--- src/hw/rtl/kmp_stream_matcher_core_defines.svh ---
// Assertion macros shared by the KMP stream matcher RTL.
// Expects signals named clk and rst in the scope where a macro is used.
`ifndef KMP_STREAM_MATCHER_CORE_DEFINES_SVH
`define KMP_STREAM_MATCHER_CORE_DEFINES_SVH

// Check a condition on every clock edge outside reset.
`define KMP_ASSERT_ALWAYS(lbl, expr, msg) \
  lbl: assert property (@(posedge clk) disable iff (rst) (expr)) else $error(msg);

// Check a consequence in the same cycle.
`define KMP_ASSERT_IMPLIES(lbl, ante, cons, msg) \
  lbl: assert property (@(posedge clk) disable iff (rst) (ante) |-> (cons)) \
    else $error(msg);

// Check a consequence in the next cycle.
`define KMP_ASSERT_NEXT(lbl, ante, cons, msg) \
  lbl: assert property (@(posedge clk) disable iff (rst) (ante) |=> (cons)) \
    else $error(msg);

`endif

--- src/hw/rtl/kmp_pkg.sv ---
// Shared types for the KMP stream matcher: controller commands and datapath status.
// No dependencies.
`default_nettype none

package kmp_pkg;

  // Commands from the controller to the datapath.
  typedef struct packed {
    logic accept;    // input transfer this cycle
    logic step;      // follow one fallback link
    logic finish;    // commit the scan result
    logic out_load;  // load the result register
  } kmp_cmd_t;

  // Status from the datapath to the controller.
  typedef struct packed {
    logic go_cmp;    // accepted item needs a compare phase
    logic follow;    // mismatch with nonzero length: follow a link
    logic res_valid; // finishing item produces a result
  } kmp_stat_t;

endpackage

`default_nettype wire

--- src/hw/rtl/kmp_dp.sv ---
// Datapath of the KMP stream matcher: pattern store, fallback table, match state.
// Depends on kmp_pkg and kmp_stream_matcher_core_defines.svh.
`default_nettype none
`include "kmp_stream_matcher_core_defines.svh"

module kmp_dp #(
  parameter int MAX_PATTERN    = 64,
  parameter int POSITION_WIDTH = 32
) (
  input  wire                logic clk,
  input  wire                logic rst,
  input  wire                logic kind,
  input  wire                logic [7:0] data_byte,
  input  wire                logic last,
  input  wire kmp_pkg::kmp_cmd_t cmd,
  output kmp_pkg::kmp_stat_t stat,
  output logic               found,
  output logic [31:0]        match_position,
  output logic               pattern_truncated
);
  import kmp_pkg::*;

  localparam int LW = $clog2(MAX_PATTERN + 1);
  localparam int AW = (MAX_PATTERN > 1) ? $clog2(MAX_PATTERN) : 1;
  localparam int PW = POSITION_WIDTH;
  localparam int CW = (PW > LW) ? PW : LW;
  localparam int OW = (PW > 32) ? PW : 32;
  localparam logic [LW-1:0] MAX_LEN = LW'(MAX_PATTERN);
  localparam logic [PW-1:0] POS_MAX = '1;
  localparam logic KIND_TEXT = 1'b1;

  logic [7:0]    pat_mem [MAX_PATTERN];
  logic [LW-1:0] fb_mem  [MAX_PATTERN];
  logic [7:0]    pat_q;
  logic [LW-1:0] fb_q;

  logic [LW-1:0] plen, mlen, k, fb_last;
  logic [PW-1:0] pos, idx;
  logic          any_found, trunc, closed;
  logic [7:0]    b_q;
  logic          last_q, kind_q;

  logic          restart, is_text, eq, hit, none, has_pat, rd_en, lt;
  logic [LW-1:0] i_eff, k_init, rd_k, rd_km1, k_new, m1;
  logic [AW-1:0] pat_addr, fb_addr, pat_wa, fb_wa;
  logic          pat_we, fb_we;
  logic [LW-1:0] fb_wd;
  logic [CW-1:0] idx_w, m1_w;
  logic [PW-1:0] start;
  logic [OW-1:0] start_o;

  always_comb begin
    is_text  = (kind == KIND_TEXT);
    restart  = closed;
    i_eff    = restart ? '0 : plen;
    k_init   = is_text ? ((mlen >= plen) ? '0 : mlen) : fb_last;
    rd_k     = cmd.accept ? k_init : fb_q;
    rd_km1   = rd_k - LW'(1);
    rd_en    = cmd.accept | cmd.step;
    pat_addr = rd_k[AW-1:0];
    fb_addr  = rd_km1[AW-1:0];

    eq      = (b_q == pat_q);
    has_pat = (kind_q != KIND_TEXT) || (plen != '0);
    k_new   = k + LW'(eq);
    hit     = (kind_q == KIND_TEXT) && (plen != '0) && (k_new == plen);
    none    = (kind_q == KIND_TEXT) && !hit && last_q && !any_found;

    m1      = plen - LW'(1);
    idx_w   = CW'(idx);
    m1_w    = CW'(m1);
    lt      = idx_w < m1_w;
    start   = ((idx == POS_MAX) || lt) ? idx : idx - m1_w[PW-1:0];
    start_o = OW'(start);

    pat_we = cmd.accept && !is_text && (i_eff < MAX_LEN);
    pat_wa = i_eff[AW-1:0];
    fb_we  = (cmd.accept && !is_text && (i_eff == '0)) ||
             (cmd.finish && (kind_q != KIND_TEXT));
    fb_wa  = cmd.finish ? plen[AW-1:0] : '0;
    fb_wd  = cmd.finish ? k_new : '0;

    stat.go_cmp    = is_text || ((i_eff != '0) && (i_eff < MAX_LEN));
    stat.follow    = has_pat && (k != '0) && !eq;
    stat.res_valid = hit || none;
  end

  // Memories: registered reads, single write port each.
  always_ff @(posedge clk) begin
    if (rd_en) begin
      pat_q <= pat_mem[pat_addr];
      fb_q  <= fb_mem[fb_addr];
    end
    if (pat_we) begin
      pat_mem[pat_wa] <= data_byte;
    end
    if (fb_we) begin
      fb_mem[fb_wa] <= fb_wd;
    end
  end

  // Control state.
  always_ff @(posedge clk) begin
    if (rst) begin
      plen      <= '0;
      mlen      <= '0;
      pos       <= '0;
      any_found <= 1'b0;
      trunc     <= 1'b0;
      closed    <= 1'b0;
    end else begin
      if (cmd.accept) begin
        if (is_text) begin
          closed <= 1'b1;
          if (pos != POS_MAX) begin
            pos <= pos + PW'(1);
          end
        end else begin
          if (restart) begin
            trunc     <= 1'b0;
            mlen      <= '0;
            pos       <= '0;
            any_found <= 1'b0;
          end
          closed <= last;
          if (i_eff >= MAX_LEN) begin
            trunc <= 1'b1;
          end else if (i_eff == '0) begin
            plen <= LW'(1);
          end
        end
      end
      if (cmd.finish) begin
        if (kind_q == KIND_TEXT) begin
          if (last_q) begin
            mlen      <= '0;
            pos       <= '0;
            any_found <= 1'b0;
          end else begin
            if (plen != '0) begin
              mlen <= hit ? fb_last : k_new;
            end
            if (hit) begin
              any_found <= 1'b1;
            end
          end
        end else begin
          plen <= plen + LW'(1);
        end
      end
    end
  end

  // Payload registers.
  always_ff @(posedge clk) begin
    if (cmd.accept) begin
      k      <= k_init;
      b_q    <= data_byte;
      last_q <= last;
      kind_q <= kind;
      idx    <= pos;
      if (!is_text && (i_eff == '0)) begin
        fb_last <= '0;
      end
    end else if (cmd.step) begin
      k <= fb_q;
    end
    if (cmd.finish && (kind_q != KIND_TEXT)) begin
      fb_last <= k_new;
    end
    if (cmd.out_load) begin
      found             <= hit;
      match_position    <= hit ? start_o[31:0] : 32'd0;
      pattern_truncated <= trunc;
    end
  end

  `KMP_ASSERT_ALWAYS(a_mlen_below_plen, (mlen == '0) || (mlen < plen), "match length too big")
  `KMP_ASSERT_IMPLIES(a_fb_last_below_plen, plen != '0, fb_last < plen, "bad last link")
  `KMP_ASSERT_ALWAYS(a_plen_bound, plen <= MAX_LEN, "pattern length beyond store size")

endmodule

`default_nettype wire

--- src/hw/rtl/kmp_ctrl.sv ---
// Controller of the KMP stream matcher: sequences accept, link following and result.
// Depends on kmp_pkg and kmp_stream_matcher_core_defines.svh.
`default_nettype none
`include "kmp_stream_matcher_core_defines.svh"

module kmp_ctrl (
  input  wire                logic clk,
  input  wire                logic rst,
  input  wire                logic item_valid,
  output logic               item_stall,
  output logic               result_valid,
  input  wire                logic result_stall,
  output kmp_pkg::kmp_cmd_t  cmd,
  input  wire kmp_pkg::kmp_stat_t stat
);
  import kmp_pkg::*;

  typedef enum logic [0:0] {
    S_IDLE,
    S_CMP
  } state_t;

  state_t state, state_next;
  logic   result_valid_next;

  always_comb begin
    cmd               = '0;
    state_next        = state;
    result_valid_next = result_valid && result_stall;
    unique case (state)
      S_IDLE: begin
        if (item_valid) begin
          cmd.accept = 1'b1;
          if (stat.go_cmp) begin
            state_next = S_CMP;
          end
        end
      end
      S_CMP: begin
        if (stat.follow) begin
          cmd.step = 1'b1;
        end else if (!(stat.res_valid && result_valid && result_stall)) begin
          // an item with a result holds here while a stalled result still occupies the register
          cmd.finish = 1'b1;
          state_next = S_IDLE;
          if (stat.res_valid) begin
            cmd.out_load      = 1'b1;
            result_valid_next = 1'b1;
          end
        end
      end
      default: state_next = S_IDLE;
    endcase
  end

  assign item_stall = (state != S_IDLE);

  always_ff @(posedge clk) begin
    if (rst) begin
      state        <= S_IDLE;
      result_valid <= 1'b0;
    end else begin
      state        <= state_next;
      result_valid <= result_valid_next;
    end
  end

  `KMP_ASSERT_IMPLIES(a_no_overwrite, result_valid && result_stall, !cmd.out_load, "overwrite")
  `KMP_ASSERT_NEXT(a_enter_cmp, cmd.accept && stat.go_cmp, state == S_CMP, "no compare phase")
  `KMP_ASSERT_ALWAYS(a_one_cmd, $onehot0({cmd.accept, cmd.step, cmd.finish}), "conflicting commands")

endmodule

`default_nettype wire

--- src/hw/rtl/kmp_stream_matcher_core.sv ---
// Top level of the KMP stream matcher: joins controller and datapath.
// Depends on kmp_pkg, kmp_ctrl and kmp_dp.
//
//   channel | direction | handshake                  | payload
//   --------+-----------+----------------------------+------------------------------------
//   item    | in        | item_valid / item_stall    | kind, data_byte, last
//   result  | out       | result_valid / result_stall| found, match_position, pattern_truncated
//
// Sequencing: a text or pattern byte is accepted, then a compare phase follows fallback links
//   and commits; the first pattern byte, dropped pattern bytes and a restart byte skip it.
//   The loop over fallback links makes one registered table read per cycle.
// Reset: rst clears lengths, flags and position; the pattern store and fallback
//   table are not cleared, and their contents are only used below the loaded pattern length.
// Stalls: a result waits in its output register; a new item is taken meanwhile, and
//   only an item that itself produces a result holds until that register drains.
`default_nettype none

module kmp_stream_matcher_core #(
  parameter int MAX_PATTERN    = 64,
  parameter int POSITION_WIDTH = 32
) (
  input  wire  logic        clk,
  input  wire  logic        rst,
  // item channel
  input  wire  logic        item_valid,
  output logic              item_stall,
  input  wire  logic        kind,
  input  wire  logic [7:0]  data_byte,
  input  wire  logic        last,
  // result channel
  output logic              result_valid,
  input  wire  logic        result_stall,
  output logic              found,
  output logic [31:0]       match_position,
  output logic              pattern_truncated
);
  import kmp_pkg::*;

  kmp_cmd_t  cmd;
  kmp_stat_t stat;

  // Sequence each transfer: accept, follow links, commit and load the result.
  kmp_ctrl u_ctrl (
    .clk          (clk),
    .rst          (rst),
    .item_valid   (item_valid),
    .item_stall   (item_stall),
    .result_valid (result_valid),
    .result_stall (result_stall),
    .cmd          (cmd),
    .stat         (stat)
  );

  // Hold the pattern, fallback links, match length and position.
  kmp_dp #(
    .MAX_PATTERN    (MAX_PATTERN),
    .POSITION_WIDTH (POSITION_WIDTH)
  ) u_dp (
    .clk               (clk),
    .rst               (rst),
    .kind              (kind),
    .data_byte         (data_byte),
    .last              (last),
    .cmd               (cmd),
    .stat              (stat),
    .found             (found),
    .match_position    (match_position),
    .pattern_truncated (pattern_truncated)
  );

endmodule

`default_nettype wire

--- config.mk ---
export PLATFORM = sky130hd
export DESIGN_NAME = kmp_stream_matcher_core
export DESIGN_NICKNAME = d
export VERILOG_FILES = /design/src/hw/rtl/kmp_pkg.sv /design/src/hw/rtl/kmp_dp.sv /design/src/hw/rtl/kmp_ctrl.sv /design/src/hw/rtl/kmp_stream_matcher_core.sv
export VERILOG_INCLUDE_DIRS = /design/src /design/src/hw/rtl
export SDC_FILE = /design/constraint.sdc
export NUM_CORES = 1
export LEC_CHECK = 0
export BUFFER_PORTS_ARGS = -buffer_cell sky130_fd_sc_hd__buf_2
export CAP_MARGIN = 25
export CORE_MARGIN = 5
export CORE_UTILIZATION = 35
export DETAILED_ROUTE_END_ITERATION = 10
export PLACE_DENSITY = 0.45
export SLEW_MARGIN = 20
export SYNTH_ARGS = -nofsm -noshare
export SYNTH_HDL_FRONTEND = slang
export SYNTH_SLANG_ARGS = --single-unit
export TNS_END_PERCENT = 10
--- constraint.sdc ---
create_clock -name clk -period 13.1 [get_ports clk]
set_input_delay 0.655 -clock clk [delete_from_list [all_inputs] [get_ports clk]]
set_output_delay 0.655 -clock clk [all_outputs]
set_load 0.05 [all_outputs]
After elaboration in Yosys (flattened, before gate mapping)
Memories as Yosys holds them, arrays and structs flattened. A register that Yosys moved wholly into a read port is not among the register bits.
Cells that the tools add are included.
Word-level totals
  register bits: 141
  output and inout port bits: 36
  memories kept: 2
  logic and storage cells: 135
  RAM bits: 960
Operators by class
  muxes and demuxes: 63
  equality and inequality tests: 4
  $add $sub $neg: 6
  $lt $le $gt $ge: 4
  reduce and logical (&&, ||, !) cells: 35
  bitwise gates (word level): 4
Memory list
  u_dp.pat_mem: words 64, bits a word 8, rd ports 1, clocked after Yosys merged registers in 1, wr ports 1, line kmp_dp.sv:32  | logic [7:0] pat_mem [MAX_PATTERN];
  u_dp.fb_mem: words 64, bits a word 7, rd ports 1, clocked after Yosys merged registers in 1, wr ports 1, line kmp_dp.sv:33  | logic [LW-1:0] fb_mem [MAX_PATTERN];
Operators with widths (number)
  2-to-1 mux 32 bit: 8
  2-to-1 mux 7 bit: 23
  adder 32 x 1 -> 32 bit, second input constant: 1
  == test 32 bit, second input constant: 1
  less-than comparator 32 x 7 -> 1 bit: 1
  != test 32 bit, second input constant: 1
  subtractor 32 x 7 -> 32 bit: 1
  2-to-1 mux 1 bit: 26
  nonzero test 7 bit: 3
  logical AND 1 bit: 16
  2-to-1 mux 6 bit: 2
  == test 8 bit: 1
  nonzero test 2 bit: 4
  adder 7 x 1 -> 7 bit: 1
  adder 7 x 1 -> 7 bit, second input constant: 1
  == test 7 bit: 1
  >= comparator 7 bit: 1
  >= comparator 7 bit, second input constant: 1
  zero test 7 bit: 1
  less-than comparator 7 bit, second input constant: 1
  subtractor 7 x 1 -> 7 bit, second input constant: 1
  subtractor 6 x 1 -> 6 bit, second input constant: 1
  logical OR 1 bit: 5
  zero test 1 bit: 4
  other kinds (7): 10

Depth between registers and ports, before layout
Gate-level depths: netlist of run 1.
  word-level depth: 18
  gate-level depth with buffers: 21

Modules after synthesis
Synthesis of run 1 repeated with hierarchy kept, for this count alone.
Second synthesis, totals
  cell total of the unflattened synthesis: 3425
  area, all modules: 47257.8 um2
By module, submodules not included
  kmp_dp: cells an instance 3412, seq. area each 32961.6 um2, area an instance 47154.0 um2, instances 1
  kmp_ctrl: cells an instance 13, seq. area each 40.0 um2, area an instance 103.8 um2, instances 1

Worst setup path before layout of run 1
Ideal clock, no wire load.
  kind: register to register
  start: register u_dp.plen[5]
  end: register u_dp.fb_q[4], read port of u_dp.fb_mem, data pin
  stages on the path, launching flop included: 21
  required time: 12839 ps
  arrival time: 4645 ps
  slack: 8194 ps
  library setup time: 261 ps
  cell sequence: dfxtp_1 clkbuf_1 inv_1 ha_1 a21o_1 a2111oi_4 o21a_1 buf_6 a21oi_2 buf_6 buf_6 buf_4 buf_4 buf_2 ha_1 clkbuf_1 clkbuf_1 mux4_2 mux2i_1 o22ai_1 a311o_1
On the way
  longest elaborated chain between the ends: 7
  elaborated cells on any way between the ends: 12
  those cells by class: 1 x add/sub; 1 x order compare; 5 x mux; 1 x bitwise; 4 x reduce/logical
Ends and longest elaborated chain
  start, declared: line kmp_dp.sv:37  | logic [LW-1:0] plen, mlen, k, fb_last;
  start signal, assigned: line kmp_dp.sv:148  | plen <= plen + LW'(1);
  parallel branches: the longest is 7 deep, another holds >= comparator 7 bit
  end, declared: line kmp_dp.sv:35  | logic [LW-1:0] fb_q;
Several ways; the timed one is not identified.
A chain may end at the register's enable or synchronous reset.

Worst setup path in the final report of run 1
  start: register u_dp.plen[2]
  end: register u_dp.pat_q[3], read port of u_dp.pat_mem, data pin
On the way
  longest elaborated chain between the ends: 7
  elaborated cells on any way between the ends: 11
  those cells by class: 1 x order compare; 5 x mux; 1 x bitwise; 4 x reduce/logical
Ends and longest elaborated chain
  parallel branches: the longest is 7 deep, another holds >= comparator 7 bit
  end, declared: line kmp_dp.sv:34  | logic [7:0] pat_q;
Several ways; the timed one is not identified.

==> reports/results.ini, run 1 <==
[sta]
finalCritPeriodShare_pct=47.4
timing.slew.headroom_pct=32.5
rsz0062_at_grt=no
hold_slack_ps=216
worst_pin_slew_ps=1010
hold_viol=0
drv_slew=0
setup-violations-final=0
final.min_clock_period_ps=6210
finalSetupTns_ps=0
fmax_mhz=161
clock_skew_ps=44.6

[drt]
drt-total-wl_um=126000
drtIter0Drc=2454
drc=0
dr.pass1.iters=5
viasPerCell=5.43
routedWlPerCell_um=25.1
ant_nets=0
vias=27381

[global_routing]
gr-usage-all-layers_pct=18.0
grt_antenna_before_repair=1
overflow=0
grt_max_degree=105
grt_pass1_vias=26962
grt_pass1_wl_um=185000

[setup_path]
end_kind=register
cp_max_fo=96
crit_type=reg2reg
cp_data_arrival_time_ps=6810
worst_r2r_path_depth=14
start_kind=register
cp.required_ps=13700

[logic_synthesis]
synth_top_area_share_pct=69.7
ys_warn_count=0
ys_types=79
ys_top_cells_by_area=edfxtp_1 (70%), mux4_2 (5.5%), nand2_1 (4.3%)
synth_ff_type=edfxtp_1
synth.largest_area_cell=edfxtp_1
async_reset_ff_share_pct=0
syn_nets=3175
syn_inst=3139
syn_avg_cell_area_um2=14.6
synth_edf_count=1065
seq_area_frac_synth_pct=72.0
netlist_area_mm2=0.0459
ys_seq_elements=1116

[clock_tree]
cts_hold_buf=0
clock-sinks=1116
cts-root-buf=clkbuf_16
insertion_delay_ps=730
tritoncts=yes
clockBufferDepth=3
clk_pin_slew_ps=60
cts_buffers=119
ctsResizeCount=0
post_cts_buffers=0
h-tree-depth=3

[pwr]
swShare_pct=31.0
switchingPower_mw=3.12
leakagePower_nw=16.9
power_density_mw_per_mm2=193
p_int_mw=6.97
vdd_drop_max_mv=0.112
clkPwrFrac_pct=35.5
comb_power_share_pct=24.5
seq_power_share_pct=40.0
power_mw=10.1

[run]
maxCapViolCount=0

[cells_and_area]
layout.cells.non_filler=5045
drive_gt1_share_pct=14.1
area_growth_pct=14.2
finalInstanceArea_mm2=0.0523
fillers=11940
antenna_cells=0
layout.nets=3235

[placement]
placed_cells=4817
dp_hpwl_um=78000
io_buffers=49
place.gp.congestion=0.822
dpl_cell_area_mm2=0.0481

[floorplanning]
die_x_um=372
die_h_um=372
core-area_mm2=0.130
num_rows=132
ios=50
start_util_pct=35.3
die-area_mm2=0.138

[hold_path]
hold_depth=1
hold_class=in2reg

[outcome]
outcome=complete, no violations

## metrics by stage
stage / setup WS (ps) / util [%]
finish: 6890 / 40.3
global placement: 7040 / 37.0
CTS: 6840 / 40.3
global route: 6450 / 40.3
floorplan: 8190 / -
detailed placement: 6850 / 37.0
## synthesized netlist by cell type, types with 8 or more instances
master	count
a311oi_1	52
buf_6	13
buf_2	44
nor2b_1	10
clkbuf_1	80
and3_1	65
nand2_1	528
nor3_1	28
o21ai_0	43
xnor2_1	41
buf_4	8
o21a_1	9
nand3_1	152
xor2_1	10
a32oi_1	11
mux2i_1	24
a21o_1	10
edfxtp_1	1065
mux2_2	10
nor4_1	21
buf_1	23
mux4_2	112
or3_1	18
inv_1	22
a21oi_1	89
nand4_1	34
dfxtp_1	51
ha_1	21
a31oi_1	65
a211oi_1	57
a22oi_1	26
and2_1	11
nor2_1	253
## sequential cells by signal, summed over array words and instances, names as in the netlist, 7 cells and up
signal and count:
u_dp.pat_q 8, u_dp.idx 32, u_dp.pat_mem 512, u_dp.fb_q 7, u_dp.fb_mem 448, u_dp.plen 7, u_dp.k 7, u_dp.mlen 7
u_dp.match_position 32, u_dp.fb_last 7, u_dp.b_q 8, u_dp.pos 32
## cell families after synthesis
kind of cell    after synthesis  synth area share [%]
compound gates              444                  6.77
fa+ha+maj                    22                 0.617
flops                      1116                  72.0
mux                         146                  6.27
xor+xnor                     55                  1.16
buf+inv                     197                  2.02
simple gates               1159                  11.2
## worst max-delay path, cell delays in order, from the launching register on
cell and delay [ps]:
dfxtp_1 720, clkinv_1 450, ha_1 410, a211o_1 290, a31oi_1 260, o21a_1 550, a21oi_4 100, buf_4 300
inv_6 590, buf_4 830, a211oi_1 190, a311oi_1 360, a31oi_1 70, o21ai_0 530, a32o_1 220
## final timing paths
kind	from	to	slack, ps
worst max-delay path	u_dp.plen[2]$_SDFF_PP0_	u_dp.pat_q[3]$_DFFE_PP_	6890
worst min-delay path	last	u_dp.last_q$_DFFE_PP_	220
worst max register to register	u_dp.plen[2]$_SDFF_PP0_	u_dp.pat_q[3]$_DFFE_PP_	6890
worst min register to register	u_dp.pos[31]$_SDFF_PP0_	u_dp.idx[31]$_DFFE_PP_	480
## power groups by stage
stage	clock, mW	combinational [mW]	sequential (mW)
2_1_floorplan	0	1.62	4.08
3_3_place_gp	0	2.48	4.11
3_5_place_dp	0	2.49	4.11
4_1_cts	3.66	2.50	4.03
5_1_grt	3.82	2.67	4.03
6_report	3.58	2.47	4.03
## area by class of cell
| type | instances | area [um2] | area share (%) |
|---|---|---|---|
| clock buffers | 131 | 3050 | 5.83 |
| clock inverters | 94 | 1170 | 2.24 |
| inverters | 29 | 119 | 0.227 |
| multi-input cells | 1826 | 12100 | 23.1 |
| flip-flops and latches | 1116 | 33000 | 63.0 |
| well taps | 1742 | 2180 | 4.16 |
| repair buffers | 107 | 726 | 1.39 |
## cells in the final DEF (no fill, tap or decap), types with 9 or more instances in the layout
cell	n
and2_1	9
ha_1	20
clkbuf_16	119
clkinv_2	22
bufinv_16	23
or3_1	18
clkinv_1	25
a21oi_1	87
nand2_1	528
buf_4	52
a211oi_1	57
a22oi_1	26
and3_1	65
nor2_1	247
mux2_2	10
a31oi_1	65
xnor2_1	40
dfxtp_1	51
a21o_1	10
nor3_1	28
nand3_1	152
o21a_1	9
a32oi_1	11
buf_2	50
nor4_1	20
clkinvlp_4	12
clkbuf_1	9
nor2b_1	10
o21ai_0	41
mux2i_1	23
inv_1	22
edfxtp_1	1065
nand4_1	34
mux4_2	112
xor2_1	10
a311oi_1	52
## layer usage
metal | vias up | global-route usage, % | wire [um]
met2 | 837 | 28.9 | 59200
met1 | 14100 | 25.9 | 57300
met3 | 179 | 2.71 | 7400
met5 | - | 0 | 0
li1 | 12265 | - | -
met4 | 0 | 4.46 | 2560
Power figures use the tool's default switching activity.
==> run 2: changes to the inputs <==
--- a/config.mk
+++ b/config.mk
@@ -6,6 +6,7 @@
 export SDC_FILE = /design/constraint.sdc
 export NUM_CORES = 1
 export LEC_CHECK = 0
+export ABC_AREA = 1
 export BUFFER_PORTS_ARGS = -buffer_cell sky130_fd_sc_hd__buf_2
 export CAP_MARGIN = 25
 export CORE_MARGIN = 5
==> constraint.sdc (replaced) <==
create_clock -name clk -period 5.9 [get_ports clk]
set_input_delay 0.295 -clock clk [delete_from_list [all_inputs] [get_ports clk]]
set_output_delay 0.295 -clock clk [all_outputs]
set_load 0.05 [all_outputs]
==> reports/results.ini, run 2 <==
[outcome]
outcome=complete, no violations

[sta]
setup-violations-final=0  ; unchanged
hold_viol=0  ; unchanged
clock_skew_ps=24.6  ; -20.0 ps
rsz0062_at_grt=no
setup_ws_ps=1020  ; -5870 ps
timing.slew.headroom_pct=28.6  ; -3.8 points
worst_pin_slew_ps=1070  ; +60.0 ps
final.min_clock_period_ps=4880  ; -1330 ps
finalCritPeriodShare_pct=82.8  ; +35 points
fmax_mhz=205  ; +27%
hold_slack_ps=132  ; -84.0 ps
finalSetupTns_ps=0  ; unchanged
drv_slew=0  ; unchanged

[drt]
drc=0  ; unchanged
viasPerCell=5.07  ; -6.6%
drtIter0Drc=2697  ; +9.9%
vias=36243  ; +32%
ant_nets=0  ; unchanged
drt-total-wl_um=157000  ; +25%
dr.pass1.iters=6  ; +1
routedWlPerCell_um=22.0  ; -12%

[floorplanning]
core-area_mm2=0.147  ; +13%
die-area_mm2=0.155  ; +12%
start_util_pct=35.1  ; -0.22 points
num_rows=141  ; +6.8%
die_h_um=394  ; +6.0%
die_x_um=394  ; +6.0%
ios=50  ; unchanged

[logic_synthesis]
ys_top_cells_by_area=edfxtp_1 (62%), nand3_1 (10%), nand2_1 (6.5%)
syn_avg_cell_area_um2=10.2  ; -30%
synthTopCellsByCount=nand3_1 (1072), edfxtp_1 (1065), nand2_1 (890), inv_1 (697), nand3b_1 (331)
async_reset_ff_share_pct=0  ; unchanged
ys_warn_count=0  ; unchanged
netlist_area_mm2=0.0517  ; +13%
syn_nets=5095  ; +60%
syn_inst=5059  ; +61%
yosys.cell_count.top_type=nand3_1
seq_area_frac_synth_pct=63.9  ; -8.1 points
ys_types=51  ; -35%
synth_ff_type=edfxtp_1
ys_seq_elements=1116  ; unchanged
synth_edf_count=1065  ; unchanged
synth_top_area_share_pct=61.9  ; -7.8 points
synth.largest_area_cell=edfxtp_1

[global_routing]
grt_antenna_before_repair=3  ; +2
grt_pass1_wl_um=237000  ; +28%
overflow=0  ; unchanged
grt_max_degree=221  ; +110%
gr-usage-all-layers_pct=19.9  ; +1.9 points
grt_pass1_vias=35517  ; +32%

[placement]
io_buffers=49  ; unchanged
pre_cts_ws_ps=1000  ; -5850 ps
placed_cells=6906  ; +43%
dp_hpwl_um=92400  ; +18%
place.gp.congestion=0.881  ; +7.2%

[pwr]
vdd_drop_max_mv=0.272  ; +140%
power_density_mw_per_mm2=390  ; +100%
power_mw=22.9  ; +130%
leakagePower_nw=22.5  ; +33%

[hold_path]
hold_class=in2reg
hold_depth=3  ; +2

[setup_path]
worst_r2r_path_depth=17  ; +3
cp_data_arrival_time_ps=5410  ; -1400 ps
cp_max_fo=52  ; -46%
crit_type=reg2reg
cp.required_ps=6430  ; -7270 ps
start_kind=register
end_kind=register

[cells_and_area]
drive_gt1_share_pct=8.47  ; -5.7 points
multi_input_area_mm2=0.0148  ; +23%
regArea_mm2=0.0330  ; unchanged
largest_reg_flops=512  ; unchanged
layout_commonest_cell=nand3_1
final_cell_mix=nand3_1 (1072), edfxtp_1 (1065), nand2_1 (885)
fillers=14553  ; +22%
largestRegisters=u_dp.pat_mem: 512 flops, u_dp.fb_mem: 448 flops
max_flop_register=u_dp.pat_mem
layout.nets=5152  ; +59%
layout.cells.non_filler=7149  ; +42%
area_growth_pct=13.4

[run]
maxCapViolCount=0  ; unchanged

[clock_tree]
cts-root-buf=clkbuf_16
tritoncts=yes
clk_pin_slew_ps=60  ; about the same
post_cts_buffers=0  ; unchanged
clockBufferDepth=3  ; unchanged
cts_hold_buf=5  ; +5
cts_buffers=131  ; +10%
h-tree-depth=4  ; +1
clock-sinks=1116  ; unchanged
insertion_delay_ps=780  ; +50 ps
ctsResizeCount=0  ; unchanged

==> run 2: worst paths after layout <==
kind | slack (ps) | start | to
worst min-delay path | 130 | item_valid | u_dp.closed$_SDFFE_PP0P_
worst max register to register | 1020 | u_dp.plen[5]$_SDFF_PP0_ | u_dp.fb_q[5]$_DFFE_PP_
worst max-delay path | 1020 | u_dp.plen[5]$_SDFF_PP0_ | u_dp.fb_q[5]$_DFFE_PP_
worst min register to register | 500 | u_dp.pos[31]$_SDFF_PP0_ | u_dp.idx[31]$_DFFE_PP_
==> run 2: layout make-up <==
cell class | instances | area share (%)
repair buffers | 208 | 2.73
well taps | 1930 | 4.12
inverters | 713 | 4.58
diodes | 2 | 0.00855
flip-flops and latches | 1116 | 56.4
clock inverters | 75 | 1.08
clock buffers | 159 | 5.81
multi-input cells | 2946 | 25.3
==> run 2: power by group <==
| group | internal (mW) | switching (mW) | total, mW |
|---|---|---|---|
| clock network | 4.36 | 3.37 | 7.73 |
| registers | 8.84 | 0.137 | 8.98 |
| logic | 1.67 | 4.47 | 6.15 |
==> run 2: layer usage <==
layer / track usage (%) / routed length, um / vias up
met1: 27.9 / 72900 / 17881
met3: 2.67 / 6570 / 217
li1: - / - / 17288
met2: 32.6 / 74400 / 857
met5: 0 / 0 / -
met4: 5.48 / 3640 / 0
==> run 2: through the flow <==
| step | area [um2] | utilization [%] |
|---|---|---|
| 4_1_cts | 58500 | 39.8 |
| 2_1_floorplan | 51700 | - |
| 3_5_place_dp | 54400 | 37.0 |
| 5_1_grt | 58600 | 39.8 |
| 6_report | 58600 | 39.8 |
| 3_3_place_gp | 54400 | 37.0 |
==> run 2: logic make-up after synthesis <==
group | share of synthesized area, %
buffers and inverters | 7.62
multiplexers | 0.0218
XOR/XNOR | 0.993
AND/OR/NAND/NOR | 25.2
flip-flops | 63.9
adder cells (fa/ha/maj) | 0.547
AO/OA/AOI/OAI | 1.76
==> run 2: worst max-delay path, stage by stage (launching register included) <==
cell and delay [ps]:
dfxtp_1 570, clkinv_2 290, ha_1 340, nand2_1 80, inv_1 60, a21oi_2 250
nand3_1 180, nand2_4 110, inv_4 40, ha_4 540, clkinv_2 820, buf_4 560
nand3_1 140, nand3_1 80, nand3_1 140, nand3_1 160, nand3_1 150, nand2_1 70
